**src/hdl/tcs_pkg.sv**
```systemverilog
// shared widths, register indexes and divider types for the texture column scaler
`default_nettype none
package tcs_pkg;

	localparam int TEXEL_W  = 32;
	localparam int ADDR_W   = 16;
	localparam int SIDE_W   = 7;
	localparam int TOTAL_W  = 5;
	localparam int TILE_W   = 4;
	localparam int COL_W    = 6;
	localparam int ROW_W    = 12;
	localparam int HEIGHT_W = 13;

	localparam int MAX_TILE_SIDE     = 64;
	localparam int MAX_TILES         = 16;
	localparam int MAX_COLUMN_HEIGHT = 4096;

	// source row is below tile_side, so it never needs more bits than tile_side
	localparam int QUOT_W     = SIDE_W;
	localparam int DIVIDEND_W = ROW_W + SIDE_W;
	localparam int CNT_W      = $clog2(QUOT_W);

	localparam int CFG_IDX_W  = 1;
	localparam int CFG_DATA_W = SIDE_W;

	localparam logic [CFG_IDX_W-1:0] REG_TILE_SIDE  = 1'b0;
	localparam logic [CFG_IDX_W-1:0] REG_TILE_TOTAL = 1'b1;

	localparam logic [SIDE_W-1:0]   TILE_SIDE_RESET  = SIDE_W'(64);
	localparam logic [TOTAL_W-1:0]  TILE_TOTAL_RESET = TOTAL_W'(1);
	localparam logic [SIDE_W-1:0]   MAX_SIDE_V       = SIDE_W'(MAX_TILE_SIDE);
	localparam logic [TOTAL_W-1:0]  MAX_TOTAL_V      = TOTAL_W'(MAX_TILES);
	localparam logic [HEIGHT_W-1:0] MAX_HEIGHT_V     = HEIGHT_W'(MAX_COLUMN_HEIGHT);

	localparam logic MODE_WRITE  = 1'b0;
	localparam logic MODE_SAMPLE = 1'b1;

	typedef struct packed {
		logic                done;
		logic [QUOT_W-1:0]   quotient;
	} div_res_t;

endpackage
`default_nettype wire

```
**src/hdl/tcs_div.sv**
```systemverilog
// bit-serial restoring divider for the source row, one quotient bit a cycle
`default_nettype none
module tcs_div (
	input  wire logic                           clk,
	input  wire logic                           arst_n,
	input  wire logic                           start,
	input  wire logic [tcs_pkg::DIVIDEND_W-1:0] dividend,
	input  wire logic [tcs_pkg::HEIGHT_W-1:0]   divisor,
	output tcs_pkg::div_res_t                   res
);
	import tcs_pkg::*;

	logic                  running_q;
	logic                  done_q;
	logic [CNT_W-1:0]      count_q;
	logic [DIVIDEND_W-1:0] rem_q;
	logic [DIVIDEND_W-1:0] dsh_q;
	logic [QUOT_W-1:0]     quot_q;
	logic [DIVIDEND_W:0]   diff;
	logic                  fits;

	assign diff = {1'b0, rem_q} - {1'b0, dsh_q};
	assign fits = ~diff[DIVIDEND_W];

	always_ff @(posedge clk or negedge arst_n) begin
		if (!arst_n) begin
			running_q <= 1'b0;
			done_q    <= 1'b0;
			count_q   <= '0;
		end else begin
			done_q <= 1'b0;
			if (start) begin
				running_q <= 1'b1;
				count_q   <= CNT_W'(QUOT_W - 1);
			end else if (running_q) begin
				if (count_q == '0) begin
					running_q <= 1'b0;
					done_q    <= 1'b1;
				end else begin
					count_q <= count_q - CNT_W'(1);
				end
			end
		end
	end

	// quotient is known to stay below 2^QUOT_W, so start with the divisor at the top bit
	always_ff @(posedge clk) begin
		if (start) begin
			rem_q  <= dividend;
			dsh_q  <= DIVIDEND_W'(divisor) << (QUOT_W - 1);
			quot_q <= '0;
		end else if (running_q) begin
			if (fits) begin
				rem_q <= diff[DIVIDEND_W-1:0];
			end
			dsh_q  <= dsh_q >> 1;
			quot_q <= {quot_q[QUOT_W-2:0], fits};
		end
	end

	assign res.done     = done_q;
	assign res.quotient = quot_q;

endmodule
`default_nettype wire
```
**config.mk**
```make
export PLATFORM = sky130hd
export DESIGN_NAME = tcs_div
export DESIGN_NICKNAME = d
export VERILOG_FILES = /design/src/hdl/tcs_pkg.sv /design/src/hdl/tcs_div.sv
export SDC_FILE = /design/constraint.sdc
export NUM_CORES = 1
export LEC_CHECK = 0
export BUFFER_PORTS_ARGS = -buffer_cell sky130_fd_sc_hd__buf_2
export CORE_UTILIZATION = 55
export CTS_BUF_LIST = sky130_fd_sc_hd__clkbuf_4 sky130_fd_sc_hd__clkbuf_8 sky130_fd_sc_hd__clkbuf_16
export DETAILED_ROUTE_END_ITERATION = 8
export PLACE_DENSITY = 0.82
export SETUP_SLACK_MARGIN = 0.2
export SLEW_MARGIN = 15
export SYNTH_ARGS = -nofsm -noshare
export SYNTH_HDL_FRONTEND = slang
export SYNTH_SLANG_ARGS = --single-unit
```
**constraint.sdc**
```tcl
create_clock -name clk -period 7.23 [get_ports clk]
set_input_delay 0.3615 -clock clk [delete_from_list [all_inputs] [get_ports clk]]
set_output_delay 0.3615 -clock clk [all_outputs]
set_load 0.03 [all_outputs]
```
==> After elaboration in Yosys (flattened, before gate mapping) <==
Index checks and enable logic that the tools add are counted.
{ "word_totals": {"regBits": 50, "in_bits": 35, "out_inout_bits": 8, "word_cells": 30} }
{ "op_classes": {"addsub": 2, "eq_ne": 2, "n_mux": 14, "n_bitwise": 1, "n_reduce_logical": 4} }
{ "ops": {"columns": ["op", "count"], "rows": [
  ["19-bit 2-to-1 mux", 5],
  ["19-bit by 19-bit subtractor with 20-bit output", 1],
  ["3-bit 2-to-1 mux", 3],
  ["1-bit 2-to-1 mux", 6],
  ["2-bit inequality test, second input constant", 2],
  ["2-bit AND reduction", 2],
  ["3-bit zero test", 1],
  ["3-bit by 1-bit subtractor with 3-bit output, second input constant", 1],
  ["2-bit nonzero test", 1],
  ["1-bit inverter", 1]
]} }

==> Longest topological paths before layout <==
{ "depth": {"ltp_word": 4, "ltp_mapped": 10} }

==> Worst setup path after synthesis <==
OpenSTA, ideal clock, no wires.
{ "synth_path": {"kind": "reg2reg", "start": "reg rem_q[0]", "end": "reg rem_q[10], data pin", "setup_time_ps": 267, "arrival_time_ps": 2150, "path_slack_ps": 4814, "stages_incl_launch_ff": 11, "n_path_buf": 0, "cell_sequence": "edfxtp_1 inv_1 ha_1 inv_1 fa_1 a211oi_1 nor4_2 or3_1 a21oi_1 xor2_1 o21ai_0"} }
{ "synth_via": {"elab_chain_len": 4} }
{ "synth_rtl": {"columns": ["element", "line_no", "source"], "rows": [
  ["start, declared", "tcs_div.sv:16", "logic [DIVIDEND_W-1:0] rem_q;"],
  ["start signal, assigned", "tcs_div.sv:49", "rem_q <= dividend;"],
  ["start signal, assigned", "tcs_div.sv:54", "rem_q <= diff[DIVIDEND_W-1:0];"],
  ["19-bit by 19-bit subtractor with 20-bit output", "tcs_div.sv:22", "assign diff = {1'b0, rem_q} - {1'b0, dsh_q};"],
  ["19-bit 2-to-1 mux", "tcs_div.sv:53", "if (fits) begin"],
  ["19-bit 2-to-1 mux", "tcs_div.sv:52", "end else if (running_q) begin"],
  ["19-bit 2-to-1 mux", "tcs_div.sv:48", "if (start) begin"]
]} }
No other way between the ends. The select of a mux whose other input is x is not followed.
A chain may end at the register's enable or synchronous reset.

==> Worst setup path after layout <==
{ "layout_path": {"start": "reg dsh_q[10]", "end": "reg rem_q[16] (enable)"} }
{ "layout_via": {"elab_chain_len": 3} }
{ "layout_rtl": {"columns": ["element", "line_no", "source"], "rows": [
  ["start, declared", "tcs_div.sv:17", "logic [DIVIDEND_W-1:0] dsh_q;"],
  ["start signal, assigned", "tcs_div.sv:50", "dsh_q <= DIVIDEND_W'(divisor) << (QUOT_W - 1);"],
  ["start signal, assigned", "tcs_div.sv:56", "dsh_q <= dsh_q >> 1;"],
  ["19-bit by 19-bit subtractor with 20-bit output", "tcs_div.sv:22", null],
  ["2-bit inequality test (no source line)", null, null],
  ["2-bit AND reduction (no source line)", null, null]
]} }
No other way between the ends.

==> run metrics <==
Syn Inst Count 332; Ys Warns 0; Synth Area per Inst 9.199 um2; Tcrit/Tclk final 0.3852; status finished, final reports clean; internal reg-to-reg setup slack 4.44 ns; die extent in x 76.52 um; Max Cap Viol 0; clk sinks 50; CP required 7.17 ns; Worst-path clk slew 0.10 ns; count of different cell masters after synthesis 50; H-Tree Depth 2; worst r2r src dsh_q[10]; initial DRC count 221; hold path depth 3; FF+latch count, synth 50; first-pass detailed-route iteration total 6; Die Y 76.52 um; Slew headroom 0.4474; Internal Power 0.0007900 W; Synth Area in Simple Gates 0.1630; final worst slack 4.445 ns; reg2reg end rem_q[16]; first-pass GRT wire length 10.76 mm; multiplexer share of the synthesized area 0.04302; Max Clk Rate 0.3590 GHz; fin nets 429; Inserted Diodes 0; Final HPWL DP 4.575 mm; top_reg_cell synth edfxtp_1; Clock Power Share 0.133; # setup viols final 0; WS Path Type flip-flop to flip-flop; crit start category flip-flop; compound-cell area share of the yosys netlist 0.1774; filler instances 442; Pwr Density 395.8 nW/um2; Setup WS pre-CTS 4.457 ns; die area 5855 um2; Post-Synth XOR/XNOR Area 0.03154; Post-Synth Adder-Cell Area 0.09259; Async S/R FF share, synth 0.1000; Resized Gates After CTS 0; DRC viols 0; setup tns final 0 ns; Via density 5.614; largest net degree at the start of global routing 58; routed vias 2487; Endpoint, Worst Hold rem_q[13]; Slew @ Worst Pin 0.8289 ns; ANT nets after route 0; Seq/Total Area, Yosys 0.4408; Area growth, synth to finish 12.25%; NetSw 0.0005668 W; Mapped Nets 389; endpoint type of the worst setup path flip-flop; main combinational cell family by area after synthesis compound AO/OA/AOI/OAI gates; Max Clock Skew 0.008750 ns; Syn Std Cell Area 3054 um2; P_leak 1.608 nW; Post-synth EDFFs 32; # rows 26; Worst Hold Class input port to flip-flop; maximum root-to-sink buffer count 2; total CTS buffers 5; crit path time final 2.785 ns; Slew Viols, Final 0; Worst-Skew Late Latency 0.31 ns; grt total ovfl 0; share of layout cells above drive strength 1 0.1662; Flop pwr share 0.337; RSZ-0062 raised after global routing no; clk root buf clkbuf_8; sw frac 0.4178; Hold Fails Final Rpt 0; Total GRT Usage 0.2335; Max VDD drop 0.1900 mV; Crit. Startpoint dsh_q[10]; wirelength, routed 6.416 mm; # IOs 43; Core ar. 5238 um2; worst-path maximum fanout 19; CTS tree done; PortBufs 42; hold_sp dividend[13]; Arr. time, crit path 2.72 ns; reg2reg path depth 7; Comb pwr share 0.531; initial antenna violation count 0; Starting Density 0.5831; WL per Instance 14.48 um; vias in the first global route 2458; global placement routability congestion 0.9134
-- critical path: stages, from the launching register on --
cell,delay [ns]
edfxtp_1,0.37
inv_1,0.05
ha_1,0.35
a21oi_1,0.36
o21ai_0,0.20
a221oi_2,0.35
a21oi_1,0.12
a211o_1,0.61
-- flip-flops by register name, indices dropped and copies added, names as in the netlist --
name and cells:
running_q 1, done_q 1, quot_q 7, dsh_q 19
rem_q 19, count_q 3
-- worst max path at each step --
stage	to	slack, ns
floorplan	rem_q[10]	4.81
global placement	rem_q[6]	4.54
detailed placement	rem_q[4]	4.46
CTS	rem_q[14]	4.43
global route	rem_q[14]	4.19
finish	rem_q[16]	4.44
-- stage by stage --
stage | total power (W) | cell area, um2 | utilization | cells | hold WS (ns)
floorplan | 0.001023 | 3054 | - | 332 | 0.06591
detailed placement | 0.001173 | 3318 | 0.6335 | 434 | 0.1795
global placement | 0.001147 | 3318 | 0.6335 | 434 | 0.1791
CTS | 0.001354 | 3428 | 0.6546 | 443 | 0.3168
finish | 0.001357 | 3428 | 0.6546 | 443 | 0.3195
global route | 0.001464 | 3428 | 0.6546 | 443 | 0.3209
-- power groups by stage --
stage | sequential [W] | clock [W] | combinational, W
final | 0.000457 | 0.000180 | 0.000720
after floorplan | 0.000464 | 0 | 0.000559
after CTS | 0.000457 | 0.000183 | 0.000714
after global placement | 0.000457 | 0 | 0.000690
after global routing | 0.000468 | 0.000192 | 0.000803
after detailed placement | 0.000464 | 0 | 0.000709
-- layer usage --
metal	GRT usage	vias up	wire (um)
met2	0.3874	56	3087
li1	-	1256	-
met1	0.3005	1167	2909
met5	0	-	0
met3	0.04910	8	333
met4	0.08462	0	85
-- layout make-up --
type | instances | area [um2] | area share
timing repair buffer | 45 | 235.2 | 0.06861
inverter | 29 | 108.9 | 0.03175
multi-input combinational | 241 | 1550 | 0.4522
clock inverter | 2 | 17.52 | 0.005109
clock buffer | 6 | 82.58 | 0.02409
sequential | 50 | 1346 | 0.3927
tap | 70 | 87.58 | 0.02555
-- cell families (layout without fill, tap and decap cells) --
logic type | after synthesis | in the layout
simple gates | 112 | 112
compound gates | 83 | 83
flops | 50 | 50
buf+inv | 41 | 82
fa+ha+maj | 22 | 22
mux | 13 | 13
xor+xnor | 11 | 11
-- synthesized netlist by cell type (4+ instances only) --
cell,number,share of area
nand2_1,53,0.065
edfxtp_1,32,0.31
o21ai_0,31,0.051
inv_1,29,0.036
nor2_1,28,0.034
ha_1,21,0.086
a21oi_1,15,0.025
dfxtp_1,13,0.085
mux2i_1,12,0.039
clkbuf_1,9,0.011
a21o_1,8,0.020
xnor2_1,7,0.020
dfrtp_1,5,0.041
nand3_1,5,0.0082
and3_1,4,0.0082
nor3_1,4,0.0066
o31ai_1,4,0.0098
xor2_1,4,0.011
-- cells in the final DEF, fill, tap and decap left out, types with 7 or more instances in the layout --
master	n
a21oi_1	15
edfxtp_1	32
inv_1	29
xnor2_1	7
o21ai_0	31
buf_2	42
nor2_1	28
dfxtp_1	13
mux2i_1	12
a21o_1	8
nand2_1	53
ha_1	21
-- timing repair --
action | CTS | global route
endpoints found under the hold margin | 5 | 0
hold buffers | 1 | 0
setup buffers | 0 | 0
(Power assumes the default switching activity.)
